### src/design/cte_pkg.sv
package cte_pkg;

   // default sizes
   localparam int TABLE_ENTRIES_DEF   = 256;
   localparam int MAX_CODE_LENGTH_DEF = 32;

   // fixed field widths
   localparam int KIND_W   = 2;
   localparam int INDEX_W  = 8;
   localparam int SYMBOL_W = 8;
   localparam int CODE_W   = 32;
   localparam int LENGTH_W = 6;
   localparam int COUNT_W  = 9;

   // request kinds
   localparam logic [KIND_W-1:0] KIND_LOAD   = 2'd0;
   localparam logic [KIND_W-1:0] KIND_ENCODE = 2'd1;
   localparam logic [KIND_W-1:0] KIND_DECODE = 2'd2;

   // response kinds
   localparam logic [KIND_W-1:0] RES_CODE     = 2'd0;
   localparam logic [KIND_W-1:0] RES_SYMBOL   = 2'd1;
   localparam logic [KIND_W-1:0] RES_OVERFLOW = 2'd2;

   // one code table entry
   typedef struct packed {
      logic [SYMBOL_W-1:0] sym;
      logic [CODE_W-1:0]   bits;
      logic [LENGTH_W-1:0] len;
   } entry_type;

endpackage

### src/design/cte_seq.sv
module cte_seq #(
   parameter int TABLE_ENTRIES   = cte_pkg::TABLE_ENTRIES_DEF,
   parameter int MAX_CODE_LENGTH = cte_pkg::MAX_CODE_LENGTH_DEF
) (
   input  logic                                clock,
   input  logic                                reset,
   input  logic                                start,
   output logic                                busy,
   input  logic [cte_pkg::KIND_W-1:0]          req_kind,
   input  logic [cte_pkg::INDEX_W-1:0]         req_entry_index,
   input  logic [cte_pkg::SYMBOL_W-1:0]        req_symbol,
   input  logic [cte_pkg::CODE_W-1:0]          req_code_bits,
   input  logic [cte_pkg::LENGTH_W-1:0]        req_code_length,
   input  logic                                req_data_bit,
   input  logic [cte_pkg::COUNT_W-1:0]         search_count,
   output logic                                mem_wr_en,
   output logic [$clog2(TABLE_ENTRIES)-1:0]    mem_wr_addr,
   output cte_pkg::entry_type                  mem_wr_data,
   output logic                                mem_rd_en,
   output logic [$clog2(TABLE_ENTRIES)-1:0]    mem_rd_addr,
   input  cte_pkg::entry_type                  mem_rd_data,
   output logic                                rsp_strobe,
   output logic [cte_pkg::KIND_W-1:0]          rsp_result_kind,
   output logic [cte_pkg::CODE_W-1:0]          rsp_code_out,
   output logic [cte_pkg::LENGTH_W-1:0]        rsp_code_out_length,
   output logic [cte_pkg::SYMBOL_W-1:0]        rsp_symbol_out
);

   localparam int ADDR_W = $clog2(TABLE_ENTRIES);
   localparam int LEN_W  = $clog2(MAX_CODE_LENGTH + 1);
   localparam int CMP_W  = (MAX_CODE_LENGTH > cte_pkg::CODE_W) ? MAX_CODE_LENGTH
                                                                : cte_pkg::CODE_W;
   localparam int LCMP_W = (LEN_W > cte_pkg::LENGTH_W) ? LEN_W : cte_pkg::LENGTH_W;

   typedef enum logic {
      ST_IDLE,
      ST_SCAN
   } state_type;

   state_type                        state_ff;
   logic                             decode_ff;
   logic [cte_pkg::SYMBOL_W-1:0]     sym_ff;
   logic [cte_pkg::COUNT_W-1:0]      issue_ff;
   logic                             pend_ff;
   logic [MAX_CODE_LENGTH-1:0]       acc_ff;
   logic [MAX_CODE_LENGTH-1:0]       acc_in;
   logic [LEN_W-1:0]                 acc_len_ff;
   logic [LEN_W-1:0]                 acc_len_in;
   logic                             strobe_ff;
   logic [cte_pkg::KIND_W-1:0]       kind_ff;
   logic [cte_pkg::CODE_W-1:0]       code_ff;
   logic [cte_pkg::LENGTH_W-1:0]     code_len_ff;
   logic [cte_pkg::SYMBOL_W-1:0]     sym_out_ff;

   logic                             accept;
   logic                             enc_hit;
   logic                             dec_hit;
   logic                             hit;
   logic                             more;
   logic [cte_pkg::CODE_W-1:0]       load_mask;

   assign busy   = (state_ff != ST_IDLE);
   assign accept = start && !busy;

   // load path: write straight into the table on the accept edge
   always_comb begin
      if (req_code_length >= cte_pkg::LENGTH_W'(cte_pkg::CODE_W)) begin
         load_mask = '1;
      end else begin
         load_mask = ~({cte_pkg::CODE_W{1'b1}} << req_code_length);
      end
   end

   assign mem_wr_en = accept && (req_kind == cte_pkg::KIND_LOAD) &&
                      ({1'b0, req_entry_index} < (cte_pkg::INDEX_W + 1)'(TABLE_ENTRIES));
   assign mem_wr_addr      = ADDR_W'(req_entry_index);
   assign mem_wr_data.sym  = req_symbol;
   assign mem_wr_data.bits = req_code_bits & load_mask;
   assign mem_wr_data.len  = req_code_length;

   // accumulator update for a decode transaction
   assign acc_in     = {acc_ff[MAX_CODE_LENGTH-2:0], req_data_bit};
   assign acc_len_in = acc_len_ff + LEN_W'(1);

   // compare the entry read last cycle
   assign enc_hit = (mem_rd_data.sym == sym_ff);
   assign dec_hit = (LCMP_W'(mem_rd_data.len) == LCMP_W'(acc_len_ff)) &&
                    (CMP_W'(mem_rd_data.bits) == CMP_W'(acc_ff));
   assign hit     = pend_ff && (decode_ff ? dec_hit : enc_hit);
   assign more    = (issue_ff < search_count);

   assign mem_rd_en   = (state_ff == ST_SCAN) && !hit && more;
   assign mem_rd_addr = issue_ff[ADDR_W-1:0];

   always_ff @(posedge clock) begin
      if (reset) begin
         state_ff   <= ST_IDLE;
         pend_ff    <= 1'b0;
         acc_ff     <= '0;
         acc_len_ff <= '0;
         strobe_ff  <= 1'b0;
      end else begin
         strobe_ff <= 1'b0;
         unique case (state_ff)
            ST_IDLE: begin
               if (start) begin
                  issue_ff <= '0;
                  pend_ff  <= 1'b0;
                  sym_ff   <= req_symbol;
                  case (req_kind)
                     cte_pkg::KIND_ENCODE: begin
                        decode_ff <= 1'b0;
                        state_ff  <= ST_SCAN;
                     end
                     cte_pkg::KIND_DECODE: begin
                        decode_ff  <= 1'b1;
                        acc_ff     <= acc_in;
                        acc_len_ff <= acc_len_in;
                        state_ff   <= ST_SCAN;
                     end
                     default: ;
                  endcase
               end
            end
            ST_SCAN: begin
               if (hit) begin
                  strobe_ff <= 1'b1;
                  pend_ff   <= 1'b0;
                  state_ff  <= ST_IDLE;
                  if (decode_ff) begin
                     kind_ff     <= cte_pkg::RES_SYMBOL;
                     code_ff     <= '0;
                     code_len_ff <= '0;
                     sym_out_ff  <= mem_rd_data.sym;
                     acc_ff      <= '0;
                     acc_len_ff  <= '0;
                  end else begin
                     kind_ff     <= cte_pkg::RES_CODE;
                     code_ff     <= mem_rd_data.bits;
                     code_len_ff <= mem_rd_data.len;
                     sym_out_ff  <= '0;
                  end
               end else if (more) begin
                  issue_ff <= issue_ff + cte_pkg::COUNT_W'(1);
                  pend_ff  <= 1'b1;
               end else begin
                  pend_ff  <= 1'b0;
                  state_ff <= ST_IDLE;
                  // no match anywhere: a full accumulator is an overflow
                  if (decode_ff && (acc_len_ff >= LEN_W'(MAX_CODE_LENGTH))) begin
                     strobe_ff   <= 1'b1;
                     kind_ff     <= cte_pkg::RES_OVERFLOW;
                     code_ff     <= '0;
                     code_len_ff <= '0;
                     sym_out_ff  <= '0;
                     acc_ff      <= '0;
                     acc_len_ff  <= '0;
                  end
               end
            end
            default: state_ff <= ST_IDLE;
         endcase
      end
   end

   assign rsp_strobe          = strobe_ff;
   assign rsp_result_kind     = kind_ff;
   assign rsp_code_out        = code_ff;
   assign rsp_code_out_length = code_len_ff;
   assign rsp_symbol_out      = sym_out_ff;

endmodule

### config.mk
export PLATFORM = sky130hd
export DESIGN_NAME = cte_seq
export DESIGN_NICKNAME = d
export VERILOG_FILES = /design/src/design/cte_pkg.sv /design/src/design/cte_seq.sv
export SDC_FILE = /design/constraint.sdc
export NUM_CORES = 1
export LEC_CHECK = 0
export BUFFER_PORTS_ARGS = -buffer_cell sky130_fd_sc_hd__buf_2
export CAP_MARGIN = 30
export CORE_ASPECT_RATIO = 0.8
export CORE_MARGIN = 3
export CORE_UTILIZATION = 45
export DETAILED_ROUTE_END_ITERATION = 12
export GPL_TIMING_DRIVEN = 0
export PLACE_DENSITY_LB_ADDON = 0.12
export SETUP_SLACK_MARGIN = 0.4
export SLEW_MARGIN = 20
export SYNTH_ARGS = -nofsm -noshare
export SYNTH_HDL_FRONTEND = slang
export SYNTH_SLANG_ARGS = --single-unit
### constraint.sdc
create_clock -name clock -period 6.4 [get_ports clock]
set_input_delay 0.32 -clock clock [delete_from_list [all_inputs] [get_ports clock]]
set_output_delay 0.32 -clock clock [all_outputs]
set_load 0.05 [all_outputs]
# ---- Word level (Yosys, flattened, before mapping)
# Index checks and enable logic that the tools add are counted.
dict set report word_totals {
  output_inout_bits 114
  ff_bits 107
  word_cells 97
}
dict set report op_classes {
  n_bitwise 4
  addsub 2
  eq_ne 13
  n_lt_le_gt_ge 3
  n_mux 43
  reduce_logical 19
  shifts 1
}
# operator n
set op_table {}
lappend op_table {{$mux 32} 9}
lappend op_table {{$pmux 32 s2} 1}
lappend op_table {{$mux 6} 8}
lappend op_table {{$and 32x32->32} 1}
lappend op_table {{$eq 32x32->1} 1}
lappend op_table {{$mux 8} 4}
lappend op_table {{$not 32->32} 1}
lappend op_table {{$shl 32x6->32 const A} 1}
lappend op_table {{$mux 9} 3}
lappend op_table {{$pmux 9 s2} 1}
lappend op_table {{$ge 6x6->1 const B} 2}
lappend op_table {{$pmux 6 s2} 1}
lappend op_table {{$reduce_and 4->1} 3}
lappend op_table {{$mux 1} 10}
lappend op_table {{$add 9x1->9 const B} 1}
lappend op_table {{$lt 9x9->1} 1}
lappend op_table {{$eq 8x8->1} 1}
lappend op_table {{$logic_and 1x1->1} 7}
lappend op_table {{$add 6x1->6 const B} 1}
lappend op_table {{$eq 6x6->1} 1}
lappend op_table {{$mux 2} 3}
lappend op_table {{$ne 2x2->1 const B} 3}
lappend op_table {{$ne 3x3->1 const B} 2}
lappend op_table {{$pmux 1 s2} 3}
lappend op_table {{11 further kinds} 16}

# ---- Logic depth before layout (Yosys ltp)
# Gate-level depths: netlist of run 1.
dict set report depth {
  depth_word 7
  mapped_depth 10
  mapped_depth_nobuf 8
}

# ---- Worst setup path before layout of run 1
# Ideal clock, no wire load.
dict set report synth_path {
  path_kind {register to register}
  from {register issue_ff[4] (netlist name)}
  to {register code_ff, in the netlist rsp_code_out[0], enable pin}
  synth_period_minus_slack_ps 3095
  stages_incl_launch_ff 8
  required_ps 5988
  setup_ps 412
  setup_slack_ps 3305
  t_arrival_ps 2683
  cell_sequence {edfxtp_1 ha_1 and4_1 o21ai_0 o211ai_1 a21oi_1 nor2_1 o311a_1}
}
dict set report synth_via {
  elab_chain_len 3
}
# element line_no
set synth_rtl {}
lappend synth_rtl {{start, declared} cte_seq.sv:43} ;# logic [cte_pkg::COUNT_W-1:0] issue_ff;
lappend synth_rtl {{start signal, assigned} cte_seq.sv:144} ;# issue_ff <= issue_ff + cte_pkg::COUNT_W'(1);
lappend synth_rtl {{$lt 9x9->1} cte_seq.sv:90} ;# assign more = (issue_ff < search_count);
lappend synth_rtl {{$ne 2x2->1 (no line)} n/a}
lappend synth_rtl {{$reduce_and 4->1 (no line)} n/a}
lappend synth_rtl {{end signal, assigned} cte_seq.sv:139} ;# code_ff <= mem_rd_data.bits;
lappend synth_rtl {{end, declared} cte_seq.sv:51} ;# logic [cte_pkg::CODE_W-1:0] code_ff;
# No other way between the ends.
# A chain may end at the register's enable or synchronous reset.

# ---- Worst setup path after layout of run 1
dict set report layout_path {
  from {register acc_ff[18]}
  to {register code_len_ff, in the netlist rsp_code_out_length[1], enable pin}
}
dict set report layout_via {
  elab_chain_len 6
}
# element line_no
set layout_rtl {}
lappend layout_rtl {{start, declared} cte_seq.sv:45} ;# logic [MAX_CODE_LENGTH-1:0] acc_ff;
lappend layout_rtl {{start signal, assigned} cte_seq.sv:117} ;# acc_ff <= acc_in;
lappend layout_rtl {{$eq 32x32->1 (*)} cte_seq.sv:88} ;# (CMP_W'(mem_rd_data.bits) == CMP_W'(acc_ff));
lappend layout_rtl {{$logic_and 1x1->1 (*)} cte_seq.sv:87} ;# assign dec_hit = (LCMP_W'(mem_rd_data.len) == LCMP_W'(acc_len_ff)) &&
lappend layout_rtl {{$mux 1 (*)} cte_seq.sv:89} ;# assign hit = pend_ff && (decode_ff ? dec_hit : enc_hit);
lappend layout_rtl {{$logic_and 1x1->1 (*)} cte_seq.sv:89}
lappend layout_rtl {{$ne 2x2->1 (no line) / $reduce_bool 2->1 (equally long branches)} n/a}
lappend layout_rtl {{$reduce_and 4->1 (no line) (*)} n/a}
lappend layout_rtl {{end signal, assigned} cte_seq.sv:140} ;# code_len_ff <= mem_rd_data.len;
lappend layout_rtl {{end, declared} cte_seq.sv:52} ;# logic [cte_pkg::LENGTH_W-1:0] code_len_ff;
# Every way passes the cells marked *; elsewhere a longest branch is shown, timed or not.

==> out/results.ini, run 1 <==
[cts]
clkSinkCount = 107
post_cts_buffers = 0
cts_tree = done
cts_buffers = 9
clk_pin_slew_ns = 0.07
clk_latency_ns = 0.34
cts_resized = 0
cts_root_buf = clkbuf_16
cts_buffer_depth = 2
htreeDepth = 3
cts_hold_buf = 0

[route]
postRouteAntennaNets = 0
wl_per_cell_um = 16.07
routed-via-count = 4578
drc = 0
drt_wl_total_mm = 14.32
drt-initial-drc-count = 260
vias_per_cell = 5.138
first_pass_iters = 5

[sta]
maxSlewHeadroom_pct = 40.76
fin_skew_ns = 0.007394
final.setup.tns_ns = 0
period_share_pct = 49.56
drv_slew = 0
fmax_mhz = 315.2
setup_viol_count_final = 0
rsz0062_at_grt = no
hold_viol = 0
period_needed_ns = 3.172
tightest_slew_ns = 0.8818

[placement]
port_buffers = 216
dpl_cell_area_um2 = 6709
dpl.hpwl_mm = 11.43
gp_congestion = 0.8200

[setup_path]
critical_path_class = flop to flop
cp.arrival_ns = 3.14
reg2reg_slack_ns = 3.23
endpoint_kind = flop
worst_setup_path_start_kind = flop
cp_max_fo = 48
worst_ep_required_time_ns = 6.37

[pwr]
swShare_pct = 27.73
p_seq_share_pct = 49.5
power.density_nw_per_um2 = 216.2
comb_power_share_pct = 17.9
ir_worst_vdd_v = 0.0001439
power.internal_mw = 1.088
p_leak_nw = 3.276
p_total_mw = 1.505
p_sw_mw = 0.4173
p_clk_share_pct = 32.6

[global_routing]
antenna_found_initial = 0
first_global_vias = 4560
overflow = 0
grt_pass1_wl_mm = 22.67
grt_max_degree = 49
grtUsageTotal_pct = 21.26

[synth]
ys_warn_count = 0
syn_avg_cell_area_um2 = 10.61
synthCells = 512
synth_area_um2 = 5431
ys_ff_latch = 107
synth_nets = 640
synth-seq-area-share_pct = 51.60
synth_edf_count = 66
synth_async_sr_flop_share_pct = 0
synth_cell_types = 44
synth_flop_cell = edfxtp_1

[final_layout]
final_cell_mix = buf_2, edfxtp_1, and2_1
syn2layout_area_growth_pct = 28.17
drive_above_1_share_pct = 35.67
fin_nets = 867
final_area_um2 = 6962
n_antenna_cell = 0
layout_commonest_cell = buf_2

[outcome]
status = finished clean

[floorplanning]
top_level_ports = 229
die-area_um2 = 13430
start_util_pct = 46.63
fp.dieH_um = 104.3
rows = 35
dieWidth_um = 128.8
core_um2 = 11650

[worst_hold_path]
hold_class = primary input to flop

[flow_run]
drv_cap = 0

## per-stage QoR
step	util, %	hold WS [ns]	worst slack, ns	cells
final	59.76	0.1722	3.228	891
after floorplan	-	0.4189	3.305	512
after CTS	59.76	0.1643	3.259	891
after global routing	59.76	0.1582	3.096	891
after detailed placement	57.59	0.4941	3.206	876
after global placement	57.50	0.4852	2.147	876
## worst max-delay path, cell delays in order, from the launching register on
cell and delay, ns:
dfxtp_1 0.34, xor2_1 0.17, nor4_1 0.60, nand4_1 0.27
nor4_4 0.44, buf_2 0.31, o311a_4 0.62
## power groups by stage
stage / clock network (mW) / registers [mW] / logic, mW
final: 0.491 / 0.745 / 0.269
after global placement: 0 / 0.760 / 0.267
after detailed placement: 0 / 0.760 / 0.270
after CTS: 0.498 / 0.745 / 0.271
after floorplan: 0 / 0.760 / 0.183
after global routing: 0.525 / 0.746 / 0.291
## synth_stat cells (all sizes together) (4+ instances only)
cell | n | area, µm²
a21boi | 16 | 120.1
and2 | 55 | 344.1
o21ai | 8 | 40.04
nand4 | 4 | 25.02
and3 | 4 | 25.02
edfxtp | 66 | 1982
xor2 | 36 | 315.3
nand2b | 5 | 31.28
nand3 | 11 | 55.05
nor2 | 14 | 52.55
a21oi | 7 | 35.03
nor2b | 8 | 50.05
inv | 14 | 52.55
o21a | 18 | 135.1
ha | 13 | 162.7
o22ai | 30 | 187.7
xnor2 | 14 | 122.6
nor4 | 10 | 77.57
dfxtp | 41 | 820.8
clkbuf | 21 | 78.83
or3 | 4 | 25.02
nand2 | 47 | 176.4
buf | 37 | 276.5
## registers in the layout (all words and copies together), names as in the netlist
| signal | cells |
|---|---|
| acc_ff | 32 |
| decode_ff | 1 |
| rsp_code_out | 32 |
| issue_ff | 9 |
| busy | 1 |
| rsp_result_kind | 2 |
| rsp_symbol_out | 8 |
| rsp_strobe | 1 |
| pend_ff | 1 |
| sym_ff | 8 |
| rsp_code_out_length | 6 |
| acc_len_ff | 6 |
## layout make-up
class,instances,area [µm²]
repair buffers,216,1081
well taps,148,185.2
fillers,1029,4687
flip-flops and latches,107,2803
clock buffers,12,236.5
inverters,14,52.55
plain buffers,58,355.3
clock inverters,3,16.27
multi-input cells,333,2232
## cells by family after synthesis
logic type                 synth area share (%)
adders and majority gates                 2.995
and+or+nand+nor                           16.61
buffers and inverters                     7.510
DFF                                       51.60
AOI/OAI and AO/OA                         13.22
xor gates and xnor gates                  8.063
## layer usage
| layer | track usage, % | vias to the layer above | wire length, µm | share of wire [%] |
|---|---|---|---|---|
| met5 | 0 | - | 0 | 0 |
| met4 | 5.022 | 0 | 144 | 1.0 |
| met3 | 5.955 | 11 | 1087 | 7.6 |
| met2 | 33.80 | 180 | 6824 | 48 |
| met1 | 28.82 | 2159 | 6265 | 44 |
| li1 | - | 2228 | - | - |
## worst paths after layout
| path | startpoint | end | cells past startpoint |
|---|---|---|---|
| worst max-delay path | acc_ff[18] | rsp_code_out_length[1] | 6 |
| worst min-delay path | req_symbol[2] | sym_ff[2] | 1 |
| worst max register to register | acc_ff[18] | rsp_code_out_length[1] | 6 |
| worst min register to register | acc_ff[12] | acc_ff[12] | 2 |
(Power assumes the default switching activity.)
==> run 2: changes to the inputs <==
==> constraint.sdc (replaced) <==
create_clock -name clock -period 3 [get_ports clock]
set_input_delay 0.15 -clock clock [delete_from_list [all_inputs] [get_ports clock]]
set_output_delay 0.15 -clock clock [all_outputs]
set_load 0.05 [all_outputs]
==> run 2 against run 1 <==
  * Sequential share of layout area is 1.6 points lower
  * Non-clock buffer count is 11 higher
  * Critical path depth is 1 higher
  * First-iteration DRC count is 7.7% lower
  * Final area is 4.1% higher
  * Via count is 3.0% higher
  * Sequential power is 110% higher
  * Global-route usage is 1.2 points higher
  * Sequential cell count stayed put
  * Combinational power is 120% higher
  * Critical endpoint is now mem_rd_en
==> out/results.ini, run 2 (synthesis gave the netlist of run 1 again) <==
[route]
routed-via-count = 4717  ; +3.0%
vias_per_cell = 5.206  ; +1.3%
drt_wl_total_mm = 15.24  ; +6.4%
postRouteAntennaNets = 0  ; unchanged
drc = 0  ; unchanged
drt-initial-drc-count = 240  ; -7.7%
wl_per_cell_um = 16.82  ; +4.7%
first_pass_iters = 5  ; unchanged

[floorplanning]
start_util_pct = 46.63  ; unchanged
die-area_um2 = 13430  ; unchanged
dieWidth_um = 128.8  ; unchanged
fp.dieH_um = 104.3  ; unchanged
top_level_ports = 229  ; unchanged
rows = 35  ; unchanged
core_um2 = 11650  ; unchanged

[pwr]
p_sw_mw = 0.9318  ; +120%
power.internal_mw = 2.534  ; +130%
swShare_pct = 26.89  ; -0.84 points
power.density_nw_per_um2 = 478.2  ; +120%
p_leak_nw = 3.383  ; +3.3%
ir_worst_vdd_v = 0.0002611  ; +81%
p_seq_share_pct = 45.8  ; -3.7 points
p_total_mw = 3.465  ; +130%
p_clk_share_pct = 36.9  ; +4.3 points
comb_power_share_pct = 17.3  ; -0.6 points

[cts]
clk_latency_ns = 0.34  ; about the same
cts_buffer_depth = 2  ; unchanged
cts_root_buf = clkbuf_16
clk_pin_slew_ns = 0.07  ; about the same
clkSinkCount = 107  ; unchanged
htreeDepth = 3  ; unchanged
cts_tree = done
cts_buffers = 9  ; unchanged

[flow_run]
drv_cap = 0  ; unchanged

[global_routing]
grtUsageTotal_pct = 22.41  ; +1.2 points
first_global_vias = 4620  ; +1.3%
grt_max_degree = 17  ; -65%
grt_pass1_wl_mm = 23.85  ; +5.2%
antenna_found_initial = 1  ; +1
overflow = 0  ; unchanged

[final_layout]
syn2layout_area_growth_pct = 33.43
layout.cells.non_filler = 906  ; +1.7%
layout_commonest_cell = buf_2
fin_nets = 881  ; +1.6%
n_antenna_cell = 0  ; unchanged
drive_above_1_share_pct = 37.73  ; +2.1 points
fin_util_pct = 62.21  ; +2.4 points
final_area_um2 = 7247  ; +4.1%
final_cell_mix = buf_2, edfxtp_1, and2_1

[setup_path]
cp_max_fo = 4  ; -92%
endpoint_kind = output port
r2r_start = issue_ff[3]
crit_start = issue_ff[4]
worst_ep_required_time_ns = 2.85  ; -3.52 ns
cp_top_family = compound AO/OA/AOI/OAI gates
cp_common_cell = o211ai_1
slowest_stage = edfxtp_1
crit_buf_inv = 1  ; unchanged
cp.arrival_ns = 2.36  ; -0.78 ns
critical_path_class = flop to output port
max_stage_delay_ns = 0.44  ; -0.18 ns
path_cells = ha_1, a211o_1, o211ai_1, o211ai_1, a21oi_2, and3_4, buf_8
worst_setup_path_start_kind = flop

[sta]
hold_viol = 0  ; unchanged
postLayoutSetupSlackWorst_ns = 0.4949  ; -2.733 ns
tightest_slew_ns = 0.8136  ; -0.06820 ns
maxSlewHeadroom_pct = 45.76  ; +5.0 points
fmax_mhz = 399.2
fin_skew_ns = 0.006352  ; -0.001041 ns
rsz0062_at_grt = yes
period_share_pct = 83.50
period_needed_ns = 2.505
drv_slew = 0  ; unchanged
setup_viol_count_final = 0  ; unchanged

[placement]
port_buffers = 216  ; unchanged
dpl.hpwl_mm = 11.40  ; -0.34%
place_inst = 876  ; unchanged
gp_congestion = 0.8070  ; -1.6%
place_worst_setup_slack_ns = -0.02756  ; -3.234 ns
dpl_cell_area_um2 = 6709  ; unchanged

[outcome]
status = finished clean

[worst_hold_path]
min_from = req_symbol[7]
hold_class = primary input to flop

-- run 2: timing repair --
item,CTS,global route
buffers inserted,1,4
cloned,3,0
hold buffers,6,0
pin swaps,4,11
endpoints found under the setup margin,49,49
endpoints found under the hold margin,6,0
resized for setup,8,14
-- run 2: per-layer routing --
metal  share of wire, %  global-route usage, %  vias to the layer above
met5              0.085                      0                        -
met4                1.1                  5.172                        2
met3                7.5                  6.674                       22
met2                 48                  36.28                      188
met1                 44                  29.59                     2230
li1                   -                      -                     2275
-- run 2: cell type report --
cell class,count,area (µm²)
plain buffers,58,362.8
clock buffers,12,246.5
clock inverters,4,73.82
fillers,939,4402
inverters,14,52.55
multi-input cells,336,2332
flip-flops and latches,107,2805
well taps,148,185.2
repair buffers,227,1189
-- run 2: final timing paths --
path                            slack [ns]  depth (start not counted)                to
worst min-delay path                  0.01                          1         sym_ff[7]
worst max-delay path                  0.49                          7         mem_rd_en
worst max register to register        0.54                          7  rsp_code_out[27]
worst min register to register        0.51                          2        acc_ff[12]
-- run 2: power by group through the flow --
| stage | sequential [mW] | clock (mW) | combinational, mW |
|---|---|---|---|
| 2_1_floorplan | 1.62 | 0 | 0.391 |
| 3_3_place_gp | 1.62 | 0 | 0.567 |
| 3_5_place_dp | 1.62 | 0 | 0.573 |
| 4_1_cts | 1.59 | 1.29 | 0.589 |
| 5_1_grt | 1.59 | 1.35 | 0.641 |
| 6_report | 1.59 | 1.28 | 0.598 |
-- run 2: stage by stage --
step           setup TNS [ns]  hold slack (ns)
2_1_floorplan               0           0.2489
3_3_place_gp           -19.73           0.3429
3_5_place_dp           -1.183           0.3463
4_1_cts                     0        0.0004277
5_1_grt                     0         0.007804
6_report                    0          0.01081
